`config.mk`:
```
export PLATFORM = sky130hd
export DESIGN_NAME = triggered_triangle_pwm_ramp
export DESIGN_NICKNAME = d
export VERILOG_FILES = /design/src/rtl/ttpr_pkg.sv /design/src/rtl/ttpr_tick.sv /design/src/rtl/triggered_triangle_pwm_ramp.sv
export SDC_FILE = /design/constraint.sdc
export NUM_CORES = 1
export LEC_CHECK = 0
export CELL_PAD_IN_SITES_DETAIL_PLACEMENT = 1
export CELL_PAD_IN_SITES_GLOBAL_PLACEMENT = 2
export CORE_AREA = 2 2 171 173
export DETAILED_ROUTE_END_ITERATION = 16
export DIE_AREA = 0 0 173 175
export DONT_BUFFER_PORTS = 1
export PLACE_DENSITY = 0.82
export SLEW_MARGIN = 20
export SYNTH_ARGS = -nofsm -noshare
export SYNTH_HDL_FRONTEND = slang
export SYNTH_SLANG_ARGS = --single-unit
```
`constraint.sdc`:
```
create_clock -name aclk -period 8.1 [get_ports aclk]
set_clock_uncertainty 0.05 [all_clocks]
set_input_delay 0.405 -clock aclk [delete_from_list [all_inputs] [get_ports aclk]]
set_output_delay 0.405 -clock aclk [all_outputs]
set_load 0.01 [all_outputs]
```
`src/rtl/ttpr_pkg.sv`:
```
package ttpr_pkg;

    localparam int unsigned DUTY_W   = 7;
    localparam int unsigned SCALE_W  = 8;
    localparam int unsigned UPD_W    = 8;
    localparam int unsigned BLINK_W  = 10;
    localparam int unsigned CMP_W    = 8;
    localparam int unsigned PROD_W   = DUTY_W + SCALE_W;
    localparam int unsigned CFG_DW   = 10;
    localparam int unsigned CFG_AW   = 3;

    // Division by 100 as a multiply by 5243 and a shift by 19, exact below 43699.
    localparam int unsigned RECIP_W     = 13;
    localparam int unsigned RECIP_SHIFT = 19;
    localparam logic [RECIP_W-1:0] RECIP_100 = 13'd5243;
    localparam int unsigned QUOT_W      = PROD_W + RECIP_W - RECIP_SHIFT;

    localparam logic [DUTY_W-1:0]  DUTY_MIN_RST      = 7'd0;
    localparam logic [DUTY_W-1:0]  DUTY_MAX_RST      = 7'd100;
    localparam logic [SCALE_W-1:0] SCALE_FACTOR_RST  = 8'd250;
    localparam logic [UPD_W-1:0]   UPDATE_PERIOD_RST = 8'd10;
    localparam logic [BLINK_W-1:0] BLINK_PERIOD_RST  = 10'd1000;
    localparam logic [DUTY_W-1:0]  DUTY_TOP          = 7'd127;
    localparam logic [CMP_W-1:0]   CMP_FULL          = 8'hFF;

    typedef enum logic [CFG_AW-1:0] {
        CFG_DUTY_MIN      = 3'd0,
        CFG_DUTY_MAX      = 3'd1,
        CFG_SCALE_FACTOR  = 3'd2,
        CFG_UPDATE_PERIOD = 3'd3,
        CFG_BLINK_PERIOD  = 3'd4
    } cfg_index_t;

    typedef struct packed {
        logic [DUTY_W-1:0]  duty_min;
        logic [DUTY_W-1:0]  duty_max;
        logic [SCALE_W-1:0] scale_factor;
        logic [UPD_W-1:0]   update_period;
        logic [BLINK_W-1:0] blink_period;
    } ttpr_cfg_t;

    typedef struct packed {
        logic [DUTY_W-1:0] duty;
        logic              running;
        logic              led;
    } ttpr_status_t;

endpackage

```
`src/rtl/ttpr_tick.sv`:
```
module ttpr_tick
    import ttpr_pkg::*;
(
    input  logic         aclk,
    input  logic         aresetn,
    input  logic         tick_accept,
    input  logic         switch_level,
    input  ttpr_cfg_t    cfg,
    output ttpr_status_t status
);

    logic [BLINK_W-1:0] blink_count_reg, blink_count_next;
    logic               led_reg, led_next;
    logic [UPD_W-1:0]   update_count_reg, update_count_next;
    logic               prev_level_reg, prev_level_next;
    logic               running_reg, running_next;
    logic [DUTY_W-1:0]  duty_reg, duty_next;
    logic               going_up_reg, going_up_next;

    logic [BLINK_W:0]   blink_inc;
    logic [UPD_W:0]     update_inc;
    logic               update_hit;
    logic               run_a;
    logic               up_a;
    logic [DUTY_W-1:0]  duty_a;
    logic [DUTY_W-1:0]  duty_b;
    logic               turn;

    always_comb begin
        blink_inc  = {1'b0, blink_count_reg} + {{BLINK_W{1'b0}}, 1'b1};
        update_inc = {1'b0, update_count_reg} + {{UPD_W{1'b0}}, 1'b1};
        update_hit = update_inc >= {1'b0, cfg.update_period};

        blink_count_next = blink_inc[BLINK_W-1:0];
        led_next         = led_reg;
        if (blink_inc >= {1'b0, cfg.blink_period}) begin
            blink_count_next = '0;
            led_next         = ~led_reg;
        end

        update_count_next = update_hit ? '0 : update_inc[UPD_W-1:0];

        // A falling edge of the sampled switch restarts the ramp.
        if (prev_level_reg && !switch_level) begin
            run_a  = 1'b1;
            duty_a = cfg.duty_min;
            up_a   = 1'b1;
        end else begin
            run_a  = running_reg;
            duty_a = duty_reg;
            up_a   = going_up_reg;
        end

        duty_b = duty_a;
        if (run_a) begin
            if (up_a) begin
                if (duty_a < DUTY_TOP) begin
                    duty_b = duty_a + 7'd1;
                end
            end else if (duty_a != '0) begin
                duty_b = duty_a - 7'd1;
            end
        end else begin
            duty_b = cfg.duty_min;
            up_a   = 1'b1;
        end

        turn = (cfg.duty_max == '0) || (duty_b >= cfg.duty_max - 7'd1);

        prev_level_next = prev_level_reg;
        running_next    = running_reg;
        duty_next       = duty_reg;
        going_up_next   = going_up_reg;
        if (update_hit) begin
            prev_level_next = switch_level;
            duty_next       = duty_b;
            going_up_next   = turn ? 1'b0 : up_a;
            running_next    = (duty_b <= cfg.duty_min) ? 1'b0 : run_a;
        end
    end

    always_ff @(posedge aclk) begin
        if (!aresetn) begin
            blink_count_reg  <= '0;
            led_reg          <= 1'b0;
            update_count_reg <= '0;
            prev_level_reg   <= 1'b0;
            running_reg      <= 1'b0;
            duty_reg         <= DUTY_MIN_RST;
            going_up_reg     <= 1'b1;
        end else if (tick_accept) begin
            blink_count_reg  <= blink_count_next;
            led_reg          <= led_next;
            update_count_reg <= update_count_next;
            prev_level_reg   <= prev_level_next;
            running_reg      <= running_next;
            duty_reg         <= duty_next;
            going_up_reg     <= going_up_next;
        end
    end

    assign status.duty    = duty_reg;
    assign status.running = running_reg;
    assign status.led     = led_reg;

endmodule

```
`src/rtl/triggered_triangle_pwm_ramp.sv`:
```
// Channel   | Handshake          | Payload
// ----------+--------------------+------------------------------------------------
// input     | s_valid / s_ready  | s_switch_level
// result    | m_valid / m_ready  | m_compare_value, m_duty_percent,
//           |                    | m_ramp_running, m_led_level
// config    | cfg_wr_en          | cfg_addr, cfg_wdata
//
// One tick transaction is accepted per clock unless a held result stalls the pipeline.
// The counters and ramp state update in the accept cycle, then the duty times scale
// product and the divide by 100 each take one registered stage.
// Reset is synchronous and active low; it restores the configuration, tick state and valid
// registers to their defaults. When the result is held by a low m_ready, the whole pipeline stalls together.
module triggered_triangle_pwm_ramp
    import ttpr_pkg::*;
(
    input  logic                aclk,
    input  logic                aresetn,
    input  logic                s_valid,
    output logic                s_ready,
    input  logic                s_switch_level,
    output logic                m_valid,
    input  logic                m_ready,
    output logic [CMP_W-1:0]    m_compare_value,
    output logic [DUTY_W-1:0]   m_duty_percent,
    output logic                m_ramp_running,
    output logic                m_led_level,
    input  logic                cfg_wr_en,
    input  logic [CFG_AW-1:0]   cfg_addr,
    input  logic [CFG_DW-1:0]   cfg_wdata
);

    ttpr_cfg_t    cfg_reg;
    ttpr_status_t status;
    logic         advance;

    logic                      v1_reg;
    logic                      v2_reg;
    logic [PROD_W-1:0]         prod_reg;
    ttpr_status_t              st2_reg;
    logic                      m_valid_reg;
    logic [CMP_W-1:0]          cmp_reg;
    ttpr_status_t              st3_reg;

    logic [PROD_W+RECIP_W-1:0] recip_prod;
    logic [QUOT_W-1:0]         quot;
    logic [CMP_W-1:0]          scaled;

    assign advance = !m_valid_reg || m_ready;
    assign s_ready = advance;

    always_ff @(posedge aclk) begin
        if (!aresetn) begin
            cfg_reg.duty_min      <= DUTY_MIN_RST;
            cfg_reg.duty_max      <= DUTY_MAX_RST;
            cfg_reg.scale_factor  <= SCALE_FACTOR_RST;
            cfg_reg.update_period <= UPDATE_PERIOD_RST;
            cfg_reg.blink_period  <= BLINK_PERIOD_RST;
        end else if (cfg_wr_en) begin
            case (cfg_addr)
                CFG_DUTY_MIN:      cfg_reg.duty_min      <= cfg_wdata[DUTY_W-1:0];
                CFG_DUTY_MAX:      cfg_reg.duty_max      <= cfg_wdata[DUTY_W-1:0];
                CFG_SCALE_FACTOR:  cfg_reg.scale_factor  <= cfg_wdata[SCALE_W-1:0];
                CFG_UPDATE_PERIOD: cfg_reg.update_period <= cfg_wdata[UPD_W-1:0];
                CFG_BLINK_PERIOD:  cfg_reg.blink_period  <= cfg_wdata[BLINK_W-1:0];
                default: ;
            endcase
        end
    end

    ttpr_tick u_tick (
        .aclk         (aclk),
        .aresetn      (aresetn),
        .tick_accept  (s_valid && advance),
        .switch_level (s_switch_level),
        .cfg          (cfg_reg),
        .status       (status)
    );

    always_comb begin
        recip_prod = {{RECIP_W{1'b0}}, prod_reg} * {{PROD_W{1'b0}}, RECIP_100};
        quot       = recip_prod[PROD_W+RECIP_W-1:RECIP_SHIFT];
        scaled     = (quot > {{(QUOT_W-CMP_W){1'b0}}, CMP_FULL}) ? CMP_FULL
                                                                 : quot[CMP_W-1:0];
    end

    always_ff @(posedge aclk) begin
        if (!aresetn) begin
            v1_reg      <= 1'b0;
            v2_reg      <= 1'b0;
            m_valid_reg <= 1'b0;
        end else if (advance) begin
            v1_reg      <= s_valid;
            v2_reg      <= v1_reg;
            m_valid_reg <= v2_reg;
        end
    end

    always_ff @(posedge aclk) begin
        if (advance) begin
            prod_reg <= PROD_W'({{SCALE_W{1'b0}}, status.duty}
                               * {{DUTY_W{1'b0}}, cfg_reg.scale_factor});
            st2_reg  <= status;
            cmp_reg  <= CMP_FULL - scaled;
            st3_reg  <= st2_reg;
        end
    end

    assign m_valid         = m_valid_reg;
    assign m_compare_value = cmp_reg;
    assign m_duty_percent  = st3_reg.duty;
    assign m_ramp_running  = st3_reg.running;
    assign m_led_level     = st3_reg.led;

    a_accept_enters: assert property (@(posedge aclk) disable iff (!aresetn)
        s_valid && s_ready |=> v1_reg)
        else $error("Accepted tick did not enter the pipeline.");

    a_result_source: assert property (@(posedge aclk) disable iff (!aresetn)
        $rose(m_valid) |-> $past(v2_reg))
        else $error("Result appeared without a tick in the product stage.");

    a_zero_duty: assert property (@(posedge aclk) disable iff (!aresetn)
        m_valid && m_duty_percent == '0 |-> m_compare_value == CMP_FULL)
        else $error("Zero duty must give a full compare value.");

endmodule
```
==> key figures <==
Clocking
  – CTS Buffer Depth: 2
  – Post_cts resized: 0
  – Clock Sinks: about 110
  – Clock transition at the registers of the reported paths: around 0.060 ns
  – CTS tree: yes
  – Root buffer cell: clkbuf_16
  – Worst-skew pair later-pin latency: about 0.43 ns
  – CTS buffer count: 17
  – Max H-tree Level: 4

STA
  – Pins over their slew limit: 0
  – Slew HR: approximately 39%
  – Worst Max-Slew Pin Slew: between 0.9 and 1 ns
  – Fin crit share: about two thirds
  – Fmax: between 150 and 200 MHz
  – Setup_tns: 0 ns
  – Final hold vios: 0
  – Final setup fails: 0
  – Final WS setup: 2.81 ns
  – Hold Slack: about 0.028 ns
  – Unrepaired setup endpoints after global routing: false
  – Post-route minimum period: 5.29 ns

Job
  – Max-Cap Viols: 0

Synthesis
  – Area leader, netlist: ha_1
  – Top cell type's share of synthesized area: between 10% and 20%
  – Top cells by area, synth: ha_1 (19%), fa_1 (18%), dfxtp_1 (13%), edfxtp_1 (11%), inv_1 (6.3%)
  – Syn avg cell area: about 9.4 um^2
  – Synth async-reset ratio: 0%
  – Seq/Total Area, Yosys: 23.9%
  – Post-synthesis compound-gate area fraction: about an eighth
  – Top_reg_cell synth: dfxtp_1
  – Number of synthesized flops with an enable pin: 41
  – Syn Inst Count: about 1200
  – Post-Syn Area: roughly 11000 um^2
  – Mapped Nets: 1471
  – Post-Synth XOR/XNOR Area: 3.14%
  – Synth Area in Adders: a little under two fifths
  – #FFs+latches synth: about 110
  – Synth Area in Simple Gates: 15.0%
  – Synth cell types: 81
  – Mux cell area share after synthesis: about 1.1%
  – Largest family of logic cells by synthesized area: adder cells
  – Synth warn: 0

Placement
  – DP HPWL: 20700 um
  – Dpl ws: between 2 and 3 ns
  – PortBufs: 0
  – Routability congestion estimate: a little over 0.8

Global route
  – First-pass GRT wire length: ~45000 um
  – Largest net degree at the start of global routing: slightly below 70
  – Vias in the first global route: roughly 8700
  – GR Util All Layers: between 10% and 20%
  – Initial antenna violation count: 0
  – GRT overflow: 0

Layout
  – Fraction of layout cells with a size suffix above 1: between 4 and 5%
  – Most frequent cells in the layout: inv_1 (187), ha_1 (172), nand2_1 (147)
  – Finished Core Util: a little over two fifths
  – Fin nets: about 1500
  – # diodes: 0
  – Area Overhead vs Synth: 8.89%
  – Fillers: 3292
  – Max reg flops: 40
  – Most common cell after layout, fill and taps aside: inv_1

Die
  – Initial core utilization: between 30% and 40%
  – IO Count: 38
  – Cell row count: 62
  – Core area: roughly 28000 um^2
  – Die ar.: 30300 um^2
  – Die X: approximately 170 um
  – Die Y: between 150 and 200 um

Drt
  – DRC Markers: 0
  – Drt via density: around 5.2
  – Via count: around 8000
  – DR WL/cell: 17.0 um
  – Router iterations before antenna repair: 4
  – Initial detailed-routing violation count: 281
  – DRT Wirelength: between 20000 and 30000 um
  – Antenna Nets Post-Route: 0

Worst hold path
  – Hold Crit Endpoint: cfg_reg[5]$_SDFFE_PN1P_
  – HP Start: aresetn
  – Hold Path Depth: 1
  – Hold Crit Class: primary input to flip-flop

Pwr
  – Pwr Density: 145 nW/um^2
  – Peak VDD IR: ~0.12 mV
  – LEAKAGE: between 6 and 7 nW

Setup path
  – CP arrival: roughly 5.4 ns
  – Setup Crit Path Kind: flip-flop to flip-flop
  – R2r startpoint: prod_reg[12]$_DFFE_PN_
  – R2R Setup Slk: approximately 2.8 ns
  – Max Fanout on Critical Path: 7
  – Crit end category: flip-flop
  – Critical Path Start Type: flip-flop
  – R2R depth: 17
  – Worst endpoint required time: around 8 ns
  – RR Endpoint: m_compare_value[6]$_DFFE_PN_

Status
  – Status: completed
## Yosys cell counts, drive strengths merged, types with 3 or more instances
| cell | number |
|---|---|
| inv | 190 |
| ha | 172 |
| nand2 | 148 |
| fa | 98 |
| dfxtp | 72 |
| edfxtp | 41 |
| nand3 | 38 |
| and2 | 36 |
| nor2 | 33 |
| a21oi | 32 |
| a21boi | 30 |
| o21ai | 29 |
| xnor2 | 25 |
| and3 | 23 |
| clkbuf | 22 |
| a21o | 17 |
| o211ai | 15 |
| xor2 | 15 |
| nor3 | 13 |
| nor2b | 12 |
| a31oi | 8 |
| a32o | 7 |
| nand2b | 7 |
| nand4 | 7 |
| a211oi | 6 |
| buf | 6 |
| mux2i | 6 |
| o21a | 6 |
| or2 | 5 |
| a221oi | 4 |
| nand4b | 4 |
| nor4 | 4 |
| a211o | 3 |
| a22oi | 3 |
| mux2 | 3 |
| nor3b | 3 |
| o21bai | 3 |
| o31ai | 3 |
| or3 | 3 |
## area by class of cell
cell class / instances / area, um^2 / area share, %
inverter: 190 / 713 / 5.86
multi-input combinational: 851 / 7660 / 63.0
clock inverter: 10 / 118 / 0.967
sequential: 113 / 2670 / 22.0
tap: 384 / 480 / 3.95
clock buffer: 21 / 503 / 4.14
timing repair buffer: 2 / 17.5 / 0.144
## where the power goes
group	leakage (nW)	total [mW]	internal [mW]	switching, mW
logic	4.72	0.308	0.128	0.180
clock network	0.311	0.815	0.507	0.308
registers	1.05	0.639	0.611	0.0284
## worst max-delay path, stage by stage, from the launching register on
cell and delay (ns):
edfxtp_1 0.58, fa_1 0.53, ha_1 0.29, inv_1 0.04, fa_1 0.48, inv_1 0.06, fa_1 0.53, inv_1 0.06
fa_1 0.53, inv_1 0.04, ha_1 0.31, and2_4 0.18, a221oi_2 0.27, o221ai_2 0.17, a2111oi_4 0.42, nor2_1 0.14
nor4b_1 0.26, nor4_1 0.08
## worst max-delay path by stage
stage	start	end	slack, ns	cells past startpoint
finish	prod_reg[12]$_DFFE_PN_	m_compare_value[6]$_DFFE_PN_	2.81	17
global route	prod_reg[12]$_DFFE_PN_	m_compare_value[6]$_DFFE_PN_	2.50	17
CTS	prod_reg[12]$_DFFE_PN_	m_compare_value[6]$_DFFE_PN_	2.75	17
detailed placement	prod_reg[12]$_DFFE_PN_	m_compare_value[6]$_DFFE_PN_	2.77	17
global placement	prod_reg[8]$_DFFE_PN_	m_compare_value[6]$_DFFE_PN_	2.87	15
floorplan	prod_reg[12]$_DFFE_PN_	m_compare_value[6]$_DFFE_PN_	3.13	17
## per-stage QoR
step                      total power [mW]  std cells  cell area [um^2]
final                                 1.76       1571             12200
after detailed placement             0.967       1539             11500
after global placement               0.955       1539             11500
after global routing                  1.86       1571             12200
after CTS                             1.79       1571             12200
after floorplan                      0.885       1182             11200
## layer usage
layer  GRT usage, %  routed length (um)
met3           2.59                 710
met1           25.7               13200
met5              0                   0
met4           4.10                 208
met2           30.6               12600
## cells by family (layout without fill, tap and decap cells)
logic type,after synthesis,in the layout
mux,9,9
fa+ha+maj,270,270
flops,113,113
compound gates,189,189
xor+xnor,40,40
simple gates,343,343
buf+inv,218,223
## timing repair
action | in CTS | in global routing
endpoints found under the hold margin | 3 | 0
hold buffers | 1 | 0
buffers inserted | 0 | 0
No activity file was read; power rests on OpenSTA's default activity.
